==> src/rtl/assert_macros.svh <==
// Assertion helpers for the RTL
`ifndef ASSERT_MACROS_SVH
`define ASSERT_MACROS_SVH

// Clocked check, masked while reset is held
`define SLXP_ASSERT(lbl, prop, msg) \
  lbl: assert property (@(posedge clk) disable iff (!rst_n) (prop)) else $error(msg);

// Clocked check that also runs during reset
`define SLXP_ASSERT_ALWAYS(lbl, prop, msg) \
  lbl: assert property (@(posedge clk) (prop)) else $error(msg);

`endif

==> src/rtl/slxp_pkg.sv <==
package slxp_pkg;

  // Frame parser phases
  typedef enum logic [2:0] {
    PH_HUNT1   = 3'd0,
    PH_HUNT2   = 3'd1,
    PH_CODE    = 3'd2,
    PH_LEN_LO  = 3'd3,
    PH_LEN_HI  = 3'd4,
    PH_PAYLOAD = 3'd5,
    PH_CHECK   = 3'd6
  } slxp_phase_t;

  // Result kinds
  localparam logic [1:0] KIND_PAYLOAD    = 2'd0;
  localparam logic [1:0] KIND_CHECK_GOOD = 2'd1;
  localparam logic [1:0] KIND_CHECK_FAIL = 2'd2;

  // Configuration register indexes
  localparam logic CFG_SYNC_FIRST  = 1'b0;
  localparam logic CFG_SYNC_SECOND = 1'b1;

  localparam logic [7:0] SYNC_FIRST_RST  = 8'd80;
  localparam logic [7:0] SYNC_SECOND_RST = 8'd83;

  // One result beat
  typedef struct packed {
    logic [1:0]  kind;
    logic [7:0]  frame_code;
    logic [7:0]  payload_data;
    logic [15:0] position;
    logic [7:0]  computed_check;
  } slxp_result_t;

endpackage

==> src/rtl/slxp_core.sv <==
module slxp_core (
  input  logic                 clk,
  input  logic                 rst_n,
  input  logic                 cfg_we,
  input  logic                 cfg_index,
  input  logic [7:0]           cfg_wdata,
  input  logic                 push_in,
  input  logic [7:0]           rx_byte,
  output logic                 res_valid,
  output slxp_pkg::slxp_result_t res
);
  import slxp_pkg::*;

  slxp_phase_t phase_r, phase_nxt;
  logic [7:0]  sync_first_r, sync_second_r;
  logic [7:0]  code_r, code_nxt;
  logic [15:0] len_r, len_nxt;
  logic [15:0] cnt_r, cnt_nxt;
  logic [7:0]  xor_r, xor_nxt;
  logic [15:0] cnt_inc;

  // Sync byte registers
  always_ff @(posedge clk) begin
    if (!rst_n) begin
      sync_first_r  <= SYNC_FIRST_RST;
      sync_second_r <= SYNC_SECOND_RST;
    end else if (cfg_we) begin
      if (cfg_index == CFG_SYNC_FIRST) sync_first_r <= cfg_wdata;
      else                             sync_second_r <= cfg_wdata;
    end
  end

  // Parser state
  always_ff @(posedge clk) begin
    if (!rst_n) begin
      phase_r <= PH_HUNT1;
      code_r  <= 8'd0;
      len_r   <= 16'd0;
      cnt_r   <= 16'd0;
      xor_r   <= 8'd0;
    end else if (push_in) begin
      phase_r <= phase_nxt;
      code_r  <= code_nxt;
      len_r   <= len_nxt;
      cnt_r   <= cnt_nxt;
      xor_r   <= xor_nxt;
    end
  end

  assign cnt_inc = cnt_r + 16'd1;

  // Next state and result for this beat
  always_comb begin
    phase_nxt = phase_r;
    code_nxt  = code_r;
    len_nxt   = len_r;
    cnt_nxt   = cnt_r;
    xor_nxt   = xor_r;
    res_valid = 1'b0;
    res.kind           = KIND_PAYLOAD;
    res.frame_code     = code_r;
    res.payload_data   = rx_byte;
    res.position       = cnt_r;
    res.computed_check = xor_r ^ rx_byte;
    unique case (phase_r)
      PH_HUNT1: begin
        if (rx_byte == sync_first_r) phase_nxt = PH_HUNT2;
      end
      PH_HUNT2: begin
        phase_nxt = (rx_byte == sync_second_r) ? PH_CODE : PH_HUNT1;
      end
      PH_CODE: begin
        code_nxt  = rx_byte;
        xor_nxt   = rx_byte;
        phase_nxt = PH_LEN_LO;
      end
      PH_LEN_LO: begin
        len_nxt   = {8'd0, rx_byte};
        xor_nxt   = xor_r ^ rx_byte;
        phase_nxt = PH_LEN_HI;
      end
      PH_LEN_HI: begin
        len_nxt   = {rx_byte, len_r[7:0]};
        xor_nxt   = xor_r ^ rx_byte;
        cnt_nxt   = 16'd0;
        // empty frame skips straight to the checksum byte
        phase_nxt = ({rx_byte, len_r[7:0]} == 16'd0) ? PH_CHECK : PH_PAYLOAD;
      end
      PH_PAYLOAD: begin
        res_valid = 1'b1;
        xor_nxt   = xor_r ^ rx_byte;
        cnt_nxt   = cnt_inc;
        if (cnt_inc >= len_r) phase_nxt = PH_CHECK;
      end
      PH_CHECK: begin
        res_valid          = 1'b1;
        res.kind           = (xor_r == rx_byte) ? KIND_CHECK_GOOD : KIND_CHECK_FAIL;
        res.computed_check = xor_r;
        cnt_nxt            = 16'd0;
        phase_nxt          = PH_HUNT1;
      end
      default: begin
        phase_nxt = PH_HUNT1;
      end
    endcase
  end

endmodule

==> src/rtl/slxp_skid.sv <==
module slxp_skid (
  input  logic                    clk,
  input  logic                    rst_n,
  input  logic                    push,
  input  slxp_pkg::slxp_result_t  push_data,
  output logic                    full,
  output logic                    out_v,
  input  logic                    out_hold,
  output slxp_pkg::slxp_result_t  out_data
);
  import slxp_pkg::*;

  logic         main_v_r, skid_v_r;
  slxp_result_t main_r, skid_r;
  logic         pop;

  assign pop      = main_v_r & ~out_hold;
  assign full     = skid_v_r;
  assign out_v    = main_v_r;
  assign out_data = main_r;

  // Valid flags
  always_ff @(posedge clk) begin
    if (!rst_n) begin
      main_v_r <= 1'b0;
      skid_v_r <= 1'b0;
    end else if (!main_v_r || pop) begin
      if (skid_v_r) skid_v_r <= 1'b0;
      else          main_v_r <= push;
    end else if (push) begin
      skid_v_r <= 1'b1;
    end
  end

  // Payload, no reset
  always_ff @(posedge clk) begin
    if (!main_v_r || pop) begin
      main_r <= skid_v_r ? skid_r : push_data;
    end else if (push) begin
      skid_r <= push_data;
    end
  end

endmodule

==> src/rtl/sync_length_xor_packet_parser.sv <==
// A result beat is registered in the output buffer before it is offered on out_.
// Throughput: one byte per cycle while in_stall is low; the parser state updates in a single pass per byte.
// A two-entry output buffer keeps input flowing while one result waits; in_stall
// rises only when both entries hold results.
// Reset (rst_n low, synchronous): hunt for first sync, sync bytes 80 and 83,
// output buffer empty.
`include "assert_macros.svh"

module sync_length_xor_packet_parser (
  input  logic        clk,
  input  logic        rst_n,
  input  logic        cfg_we,
  input  logic        cfg_index,
  input  logic [7:0]  cfg_wdata,
  input  logic        in_valid,
  output logic        in_stall,
  input  logic [7:0]  in_rx_byte,
  output logic        out_valid,
  input  logic        out_stall,
  output logic [1:0]  out_kind,
  output logic [7:0]  out_frame_code,
  output logic [7:0]  out_payload_data,
  output logic [15:0] out_position,
  output logic [7:0]  out_computed_check
);
  import slxp_pkg::*;

  logic         accept;
  logic         res_valid;
  slxp_result_t res, out_res;

  assign accept = in_valid & ~in_stall;

  // Parser
  slxp_core u_core (
    .clk       (clk),
    .rst_n     (rst_n),
    .cfg_we    (cfg_we),
    .cfg_index (cfg_index),
    .cfg_wdata (cfg_wdata),
    .push_in   (accept),
    .rx_byte   (in_rx_byte),
    .res_valid (res_valid),
    .res       (res)
  );

  // Output buffer
  slxp_skid u_skid (
    .clk       (clk),
    .rst_n     (rst_n),
    .push      (accept & res_valid),
    .push_data (res),
    .full      (in_stall),
    .out_v     (out_valid),
    .out_hold  (out_stall),
    .out_data  (out_res)
  );

  assign out_kind           = out_res.kind;
  assign out_frame_code     = out_res.frame_code;
  assign out_payload_data   = out_res.payload_data;
  assign out_position       = out_res.position;
  assign out_computed_check = out_res.computed_check;

  // Checks
  `SLXP_ASSERT(a_stall_needs_result, in_stall |-> out_valid, "stall without a pending result")
  `SLXP_ASSERT(a_stall_rise_cause, $rose(in_stall) |-> $past(out_valid && out_stall), "bad stall")
  `SLXP_ASSERT(a_kind_legal, out_valid |-> (out_kind <= KIND_CHECK_FAIL), "illegal result kind")
  `SLXP_ASSERT_ALWAYS(a_reset_empty, !rst_n |=> (!out_valid && !in_stall), "buffer not empty")

endmodule
==> config.mk <==
export PLATFORM = sky130hd
export DESIGN_NAME = sync_length_xor_packet_parser
export DESIGN_NICKNAME = d
export VERILOG_FILES = /design/src/rtl/slxp_pkg.sv /design/src/rtl/slxp_core.sv /design/src/rtl/slxp_skid.sv /design/src/rtl/sync_length_xor_packet_parser.sv
export VERILOG_INCLUDE_DIRS = /design/src /design/src/rtl
export SDC_FILE = /design/constraint.sdc
export NUM_CORES = 1
export LEC_CHECK = 0
export BUFFER_PORTS_ARGS = -buffer_cell sky130_fd_sc_hd__buf_2
export CAP_MARGIN = 20
export CORE_MARGIN = 2
export CORE_UTILIZATION = 45
export DETAILED_ROUTE_END_ITERATION = 6
export GPL_ROUTABILITY_DRIVEN = 1
export GPL_TIMING_DRIVEN = 0
export PLACE_DENSITY = 0.61
export SLEW_MARGIN = 15
export SYNTH_ARGS = -nofsm -noshare
export SYNTH_HDL_FRONTEND = slang
export SYNTH_SLANG_ARGS = --single-unit
==> constraint.sdc <==
create_clock -name clk -period 4.5 [get_ports clk]
set_input_delay 0.9 -clock clk [delete_from_list [all_inputs] [get_ports clk]]
set_output_delay 0.9 -clock clk [all_outputs]
set_load 0.05 [all_outputs]
; Yosys cells after proc, flatten, opt, wreduce, memory -nomap -nowiden
; Index checks and enable logic that the tools add are counted.
; Widths: inputs -> output; s select.
[totals]
out_inout_bits = 44
inputBits = 22
ff_bits = 153
[classes]
n_reduce_logical = 21
muxes = 13
eq_ne = 11
order_cmp = 1
n_bitwise = 10
n_addsub = 1
[ops]
columns = op, n
row1 = $pmux 16 s2, 2
row2 = $mux 42, 1
row3 = $eq 8x8->1, 3
row4 = $pmux 3 s6, 1
row5 = $add 16x1->16 const B, 1
row6 = $ge 16x16->1, 1
row7 = $logic_not 16->1, 1
row8 = $pmux 8 s2, 1
row9 = $reduce_and 2->1, 8
row10 = $eq 3x3->1 const B, 3
row11 = $mux 2, 4
row12 = $mux 8, 1
row13 = $xor 8x8->8, 1
row14 = $eq 3x2->1 const B, 2
row15 = $mux 3, 2
row16 = $not 1->1, 6
row17 = $reduce_and 3->1, 2
row18 = $reduce_bool 2->1, 3
row19 = $reduce_or 2->1, 3
row20 = $ne 2x1->1 const B, 2
row21 = $and 1x1->1, 3
row22 = $eq 3x1->1 const B, 1
row23 = $logic_not 3->1, 1
row24 = $reduce_or 3->1, 1
row25 = other kinds (3), 3

; Longest topological paths before layout
; Gate-level depths: netlist of run 1.
[depth]
depth_word = 5
depth_mapped = 12
depth_no_buf = 11

; Hierarchy
; Synthesis of run 1 repeated with hierarchy kept, for this count alone.
[unflattened]
hier_cells = 616
hier_area_um2 = 7186.9
[modules_own_cells]
columns = mod, instances, area_per_inst_um2, cells_per_inst, seq_area_each_um2
row1 = slxp_core, 1, 3860.0, 475, 1341.3
row2 = slxp_skid, 1, 3311.9, 139, 2562.5
row3 = sync_length_xor_packet_parser, 1, 15.0, 2, 0.0

; Worst setup path before layout of run 1
; No wires, ideal clock.
[synth_timing]
kind = input to register
from = in out_stall
to = reg u_skid.skid_r[0] (netlist bit), enable pin
required_time_ps = 4059
stages = 2
t_arrival_ps = 3734
setup_slack_ps = 324
path_cell_list = nand2_1 > nor2_1
[synth_via]
elab_chain_cells = 5
[synth_rtl]
columns = item, line_no
row1 = "start, declared", sync_length_xor_packet_parser.sv:19  ; input logic out_stall,
row2 = $not 1->1, slxp_skid.sv:17  ; assign pop = main_v_r & ~out_hold;
row3 = $and 1x1->1, slxp_skid.sv:17
row4 = $logic_or 1x1->1, slxp_skid.sv:37  ; if (!main_v_r || pop) begin
row5 = $not 1->1 (no source line), -
row6 = $reduce_and 2->1 (no source line), -
row7 = "end signal, assigned", slxp_skid.sv:40  ; skid_r <= push_data;
row8 = "end, declared", slxp_skid.sv:14  ; slxp_result_t main_r, skid_r;
; Every way passes these cells.
; A chain may end at the register's enable or synchronous reset.

; Final worst setup path of run 1
[layout_timing]
from = reg u_core.cnt_r[0]
to = reg u_core.phase_r[1]
[layout_via]
elab_chain_cells = 4
[layout_rtl]
columns = item, line_no
row1 = "start, declared", slxp_core.sv:18  ; logic [15:0] cnt_r, cnt_nxt;
row2 = "start signal, assigned", slxp_core.sv:45  ; cnt_r <= cnt_nxt;
row3 = $add 16x1->16, slxp_core.sv:50  ; assign cnt_inc = cnt_r + 16'd1;
row4 = $ge 16x16->1, slxp_core.sv:93  ; if (cnt_inc >= len_r) phase_nxt = PH_CHECK;
row5 = $ne 2x1->1 (no source line), -
row6 = $reduce_and 3->1 (no source line), -
row7 = "end signal, assigned", slxp_core.sv:42  ; phase_r <= phase_nxt;
row8 = "end, declared", slxp_core.sv:14  ; slxp_phase_t phase_r, phase_nxt;
; Every way passes these cells.

==> results of run 1 <==
## stage by stage
stage	power (mW)	cell area [um^2]	utilization [%]
floorplan	1.61	7050	-
global placement	1.65	7630	50.0
global route	3.13	8290	54.3
finish	3.04	8290	54.3
detailed placement	1.65	7700	50.4
CTS	3.07	8290	54.3
## worst paths after layout
| check | endpoint | slack (ns) | start |
|---|---|---|---|
| max | u_core.phase_r[1]$_SDFFE_PN0P_ | 1.22 | u_core.cnt_r[0]$_SDFFE_PN0P_ |
| min | u_skid.skid_r[16]$_DFFE_PP_ | 0.43 | u_core.cnt_r[8]$_SDFFE_PN0P_ |
| max reg2reg | u_core.phase_r[1]$_SDFFE_PN0P_ | 1.22 | u_core.cnt_r[0]$_SDFFE_PN0P_ |
| min reg2reg | u_skid.skid_r[16]$_DFFE_PP_ | 0.43 | u_core.cnt_r[8]$_SDFFE_PN0P_ |
## cells in the final DEF (no fill, tap or decap), drive strengths merged, types with 21 or more instances in the layout
| cell | count |
|---|---|
| a21boi | 25 |
| buf | 86 |
| clkbuf | 47 |
| dfxtp | 69 |
| edfxtp | 84 |
| inv | 21 |
| mux2 | 38 |
| nand2 | 93 |
| nor2b | 27 |
| xor2 | 35 |
## metal layers
metal | share of wire (%) | global-route usage [%] | routed length [um]
met1 | 48 | 26.4 | 7180
met2 | 45 | 29.2 | 6800
met3 | 5.1 | 4.62 | 771
met5 | 0 | 0 | 0
met4 | 1.8 | 7.80 | 270
## power by group
| group | internal (mW) | switching [mW] | total (mW) |
|---|---|---|---|
| combinational | 0.0454 | 0.0894 | 0.135 |
| clock | 0.882 | 0.543 | 1.42 |
| sequential | 1.48 | 0.00646 | 1.49 |
| total | 2.41 | 0.639 | 3.04 |
## sequential cells by signal (all words and copies together) (netlist names)
name,flops
u_skid.out_data,42
u_skid.skid_r,42
u_core.cnt_r,16
u_core.len_r,16
u_core.code_r,8
u_core.sync_first_r,8
u_core.sync_second_r,8
u_core.xor_r,8
u_core.phase_r,3
u_skid.full,1
u_skid.out_v,1
## final cells by class
type,count,area [um^2],area share [%]
buffer,39,180,2.17
timing repair buffer,66,375,4.53
tap,211,264,3.18
sequential,153,3900,47.1
multi-input combinational,421,2900,35.0
clock buffer,28,544,6.57
clock inverter,4,50.0,0.604
inverter,19,71.3,0.860
## worst max-delay path, cell delays in order (launching register included)
cell and delay (ns):
sky130_fd_sc_hd__dfxtp_1 0.53, sky130_fd_sc_hd__ha_1 0.28, sky130_fd_sc_hd__and3_1 0.17, sky130_fd_sc_hd__clkbuf_2 0.18, sky130_fd_sc_hd__nand3_1 0.22, sky130_fd_sc_hd__o21a_1 0.27
sky130_fd_sc_hd__or2_2 0.30, sky130_fd_sc_hd__ha_1 0.18, sky130_fd_sc_hd__a21oi_1 0.14, sky130_fd_sc_hd__o2111ai_1 0.16, sky130_fd_sc_hd__a211oi_1 0.38, sky130_fd_sc_hd__a211oi_2 0.18
sky130_fd_sc_hd__mux2i_1 0.17
## cell families after synthesis
kind of cell / Yosys count / share of synthesized area (%)
AO/OA/AOI/OAI: 94 / 9.22
adder cells (fa/ha/maj): 17 / 3.02
multiplexers: 40 / 6.36
XOR/XNOR: 54 / 6.71
AND/OR/NAND/NOR: 216 / 15.7
flip-flops: 153 / 55.4
buffers and inverters: 58 / 3.57
==> results.json, run 1 <==
{
  "leakage_component_of_the_power_nw": 3.23,
  "die_area_mm2": 0.0167,
  "setup-violations-final": 0,
  "synth.yosys.seq_area_share_pct": 55.4,
  "fp-row-count": 45,
  "synthMostInstantiatedCell": "sky130_fd_sc_hd__nand2_1",
  "placed_cells_incl_taps": 909,
  "vias_per_cell": 5.17,
  "clk_path_buf_depth": 2,
  "finalCriticalPeriod_ns": 3.28,
  "number_of_global_route_vias_before_repair": 4735,
  "layout-area-overhead-vs-synth_pct": 17.6,
  "dr_iter_0_viols": 259,
  "fin_ws_ns": 1.22,
  "grt_start_max_net_pins": 23,
  "ctsResizeCount": 0,
  "count_of_placed_standard_cells_in_the_final_layout_fillers_left_out": 941,
  "max_freq_ghz": 0.305,
  "tritoncts_clock_tree": "yes",
  "setup_tns_ns": 0,
  "syn_nets": 671,
  "final_nets": 756,
  "timing.slew.headroom_pct": 43.8,
  "least_margin_pin_slew_ns": 0.821,
  "grt.overflow.total": 0,
  "arrival_ns": 3.58,
  "die-width_um": 129,
  "initial_antenna_violation_count": 0,
  "run_status": "finished, final reports clean",
  "clk_pin_slew_worst_paths_ns": 0.06,
  "io_pins": 66,
  "synthTopCellsByCount": "sky130_fd_sc_hd__nand2_1 (93), sky130_fd_sc_hd__edfxtp_1 (84), sky130_fd_sc_hd__dfxtp_1 (69)",
  "synth_top_cells_by_area": "sky130_fd_sc_hd__edfxtp_1 (36%), sky130_fd_sc_hd__dfxtp_1 (20%), sky130_fd_sc_hd__mux2_2 (6.1%)",
  "min-delay-path-class": "reg2reg",
  "postSynth.topFlopCell": "sky130_fd_sc_hd__edfxtp_1",
  "yosys_register_bits": 153,
  "setup.worst_path.end_class": "flip-flop",
  "antennaDiodeCount": 0,
  "drtPass1Iterations": 5,
  "root_buffer": "sky130_fd_sc_hd__clkbuf_16",
  "maxSlewViolCount": 0,
  "syn_avg_cell_area_um2": 11.1,
  "rsz0062_at_grt": "false",
  "place.detailed.hpwl_um": 10500,
  "clock_skew_ns": 0.00833,
  "ir_worst_vdd_mv": 0.244,
  "routed_wirelength_um": 15000,
  "final-hold-violation-count": 0,
  "total_number_of_h_tree_levels": 4,
  "place_congestion": 0.835,
  "tritoncts_num_sinks": 153,
  "power.density_cell_area_mw_per_mm2": 367,
  "clk_latency_ns": 0.43,
  "place_ws_ns": 1.21,
  "drive_gt1_share_pct": 22.6,
  "initial_utilization_pct": 46.2,
  "synth-async-reset-ratio_pct": 0,
  "path_max_fanout": 8,
  "number_of_synthesized_flops_with_an_enable_pin": 84,
  "synthCells": 632,
  "postCtsHoldBufs": 0,
  "hold_ws_ns": 0.430,
  "yosysWarnings": 0,
  "synth_largest_type_area_fraction_pct": 35.8,
  "maxCapViolCount": 0,
  "detail-route-antenna-nets": 0,
  "numPortBuffers": 64,
  "cp-start-kind": "flip-flop",
  "drt-wirelength-per-cell_um": 16.0,
  "r2r.worst_path.cells": 12,
  "post-cts-setup-buffer-count": 0,
  "grt_first_pass_wirelength_um": 24400,
  "fillerInstances": 1322,
  "synth_area_mm2": 0.00705,
  "core_region_area_mm2": 0.0153,
  "worst_hold_path.num_cells": 0,
  "synth.distinct_cells": 56,
  "cp_data_required_time_ns": 4.80,
  "worst-setup-path-type": "reg2reg",
  "remaining_drc_errors": 0,
  "tritoncts.num_buffers": 17,
  "global_route.usage.total_pct": 19.2,
  "routed-via-count": 4861,
  "synth_top_cell_by_area": "sky130_fd_sc_hd__edfxtp_1",
  "fin_crit_sh_pct": 72.9,
  "die_y_um": 129
}
No activity file was read; power rests on OpenSTA's default activity.
==> inputs of run 2 (changes only) <==
--- a/config.mk
+++ b/config.mk
@@ -13,7 +13,7 @@
 export DETAILED_ROUTE_END_ITERATION = 6
 export GPL_ROUTABILITY_DRIVEN = 1
 export GPL_TIMING_DRIVEN = 0
-export PLACE_DENSITY = 0.61
+export PLACE_DENSITY = 0.64
 export SLEW_MARGIN = 15
 export SYNTH_ARGS = -nofsm -noshare
 export SYNTH_HDL_FRONTEND = slang
==> constraint.sdc (replaced) <==
create_clock -name clk -period 2.9 [get_ports clk]
set_input_delay 0.58 -clock clk [delete_from_list [all_inputs] [get_ports clk]]
set_output_delay 0.58 -clock clk [all_outputs]
set_load 0.05 [all_outputs]
==> run 2 against run 1 <==
Compared with the run above: clock skew down 0.00056 ns; combinational power up 56%; cell count up 0.53%; die area unchanged; critical path depth down 1; utilization up 0.92 points; setup slack worse by 1.1 ns; global-route usage up 0.058 points; design area up 1.7%; first-iteration DRC count up 53%; largest power group unchanged.
==> results.json, run 2 (synthesis results as in run 1) <==
{
  "antennaDiodeCount": 0,
  "initial_utilization_pct": 46.2,
  "leakage_component_of_the_power_nw": 3.27,
  "initial_antenna_violation_count": 0,
  "timing.slew.headroom_pct": 20.0,
  "root_buffer": "sky130_fd_sc_hd__clkbuf_16",
  "fin_crit_sh_pct": 96.8,
  "place.detailed.hpwl_um": 10600,
  "placed_cells_incl_taps": 908,
  "rsz0062_at_grt": "true",
  "maxSlewViolCount": 0,
  "clk_path_buf_depth": 2,
  "grt_first_pass_wirelength_um": 24500,
  "fillerInstances": 1311,
  "maxCapViolCount": 0,
  "layout-area-overhead-vs-synth_pct": 19.6,
  "cp-start-kind": "flip-flop",
  "clk_latency_ns": 0.43,
  "remaining_drc_errors": 0,
  "worst-setup-path-type": "reg2reg",
  "clk_pin_slew_worst_paths_ns": 0.06,
  "layout_common_cells": "sky130_fd_sc_hd__nand2_1 (92), sky130_fd_sc_hd__edfxtp_1 (84), sky130_fd_sc_hd__buf_2 (76), sky130_fd_sc_hd__dfxtp_1 (63), sky130_fd_sc_hd__mux2_2 (38)",
  "dr_iter_0_viols": 397,
  "numPortBuffers": 64,
  "arrival_ns": 3.17,
  "die-width_um": 129,
  "tritoncts_clock_tree": "yes",
  "count_of_placed_standard_cells_in_the_final_layout_fillers_left_out": 946,
  "commonest_non_fill_non_tap_cell_in_the_layout": "sky130_fd_sc_hd__nand2_1",
  "cp_data_required_time_ns": 3.26,
  "fp-row-count": 45,
  "run_status": "finished, final reports clean",
  "least_margin_pin_slew_ns": 1.17,
  "tritoncts.num_buffers": 17,
  "detail-route-antenna-nets": 0,
  "drive_gt1_share_pct": 25.7,
  "post-layout-total-power_mw": 4.66,
  "place_congestion": 0.842,
  "die_y_um": 129,
  "final_nets": 761,
  "finalCriticalPeriod_ns": 2.81,
  "final-hold-violation-count": 0,
  "vias_per_cell": 5.19,
  "grt.overflow.total": 0,
  "ir_worst_vdd_mv": 0.340,
  "core_region_area_mm2": 0.0153,
  "drtPass1Iterations": 5,
  "routed_wirelength_um": 15200,
  "min-delay-path-class": "in2reg",
  "io_pins": 66,
  "tritoncts_num_sinks": 153,
  "drt-wirelength-per-cell_um": 16.1,
  "routed-via-count": 4909,
  "clock_skew_ns": 0.00777,
  "number_of_global_route_vias_before_repair": 4778,
  "setup-violations-final": 0,
  "grt_start_max_net_pins": 44,
  "max_freq_ghz": 0.356,
  "die_area_mm2": 0.0167,
  "setup.worst_path.end_class": "flip-flop",
  "global_route.usage.total_pct": 19.2,
  "path_max_fanout": 8,
  "power.density_cell_area_mw_per_mm2": 552,
  "total_number_of_h_tree_levels": 4
}
-- run 2: cell count changes in the layout (fill, tap and decap cells not counted), moves of 2 or more --
cell	change
sky130_fd_sc_hd__buf_4	+8
sky130_fd_sc_hd__dfxtp_1	-6
sky130_fd_sc_hd__clkbuf_1	-3
sky130_fd_sc_hd__clkinv_2	+3
sky130_fd_sc_hd__dfxtp_2	+3
sky130_fd_sc_hd__dfxtp_4	+3
sky130_fd_sc_hd__a211oi_4	+2
sky130_fd_sc_hd__buf_2	-2
sky130_fd_sc_hd__clkbuf_2	-2
sky130_fd_sc_hd__clkbuf_8	-2
sky130_fd_sc_hd__inv_4	+2
-- run 2: path summary, 6_finish.rpt --
| check | slack [ns] | startpoint | cells after the start | to |
|---|---|---|---|---|
| max | 0.09 | u_core.cnt_r[0]$_SDFFE_PN0P_ | 11 | u_core.phase_r[1]$_SDFFE_PN0P_ |
| min | 0.34 | in_rx_byte[5] | 1 | u_skid.skid_r[29]$_DFFE_PP_ |
| max reg2reg | 0.09 | u_core.cnt_r[0]$_SDFFE_PN0P_ | 11 | u_core.phase_r[1]$_SDFFE_PN0P_ |
| min reg2reg | 0.43 | u_core.cnt_r[8]$_SDFFE_PN0P_ | 0 | u_skid.skid_r[16]$_DFFE_PP_ |
-- run 2: power breakdown --
| part | internal [mW] | switching [mW] | total [mW] |
|---|---|---|---|
| combinational | 0.0708 | 0.139 | 0.210 |
| clock | 1.27 | 0.876 | 2.14 |
| sequential | 2.29 | 0.0101 | 2.30 |
-- run 2: worst max-delay path: stages (launching register included) --
cell,delay [ns]
sky130_fd_sc_hd__dfxtp_4,0.41
sky130_fd_sc_hd__ha_4,0.15
sky130_fd_sc_hd__and3_4,0.18
sky130_fd_sc_hd__buf_6,0.12
sky130_fd_sc_hd__nand4_1,0.16
sky130_fd_sc_hd__xnor2_2,0.20
sky130_fd_sc_hd__ha_1,0.30
sky130_fd_sc_hd__nand4_1,0.13
sky130_fd_sc_hd__o21bai_1,0.20
sky130_fd_sc_hd__o32a_1,0.38
sky130_fd_sc_hd__a211oi_4,0.29
sky130_fd_sc_hd__mux2i_1,0.20
-- run 2: timing repair --
action | CTS | global route
resized for setup | 11 | 22
pin swaps | 2 | 9
setup endpoints to repair | 2 | 2
setup buffers | 0 | 6
hold buffers | 0 | 0
-- run 2: final cells by class --
type                            count  area [um^2]  area share [%]
Clock buffer                       23          522            6.19
Multi-Input combinational cell    421         2990            35.5
Tap cell                          211          264            3.13
Sequential cell                   153         3920            46.5
Timing Repair Buffer               72          420            4.99
Buffer                             38          188            2.23
Clock inverter                      9         55.1           0.653
Inverter                           19         71.3           0.846
-- run 2: per-layer routing --
| metal | wire, um | GRT usage, % | vias up |
|---|---|---|---|
| met4 | 320 | 7.93 | 0 |
| met2 | 7060 | 29.9 | 118 |
| met3 | 710 | 4.46 | 24 |
| met1 | 7120 | 26.1 | 2359 |
| li1 | - | - | 2408 |
| met5 | 0 | 0 | - |
-- run 2: metrics by stage --
step           hold slack, ns  utilization (%)  cell area, um^2  worst slack [ns]  setup TNS (ns)
2_1_floorplan           0.403                -             7060             0.268               0
3_3_place_gp            0.408             50.1             7640            -0.253           -4.04
3_5_place_dp            0.419             50.3             7670            -0.373          -0.745
4_1_cts                 0.327             54.2             8280            0.0129               0
5_1_grt                 0.326             55.3             8430           -0.0418         -0.0825
6_report                0.342             55.3             8430            0.0918               0
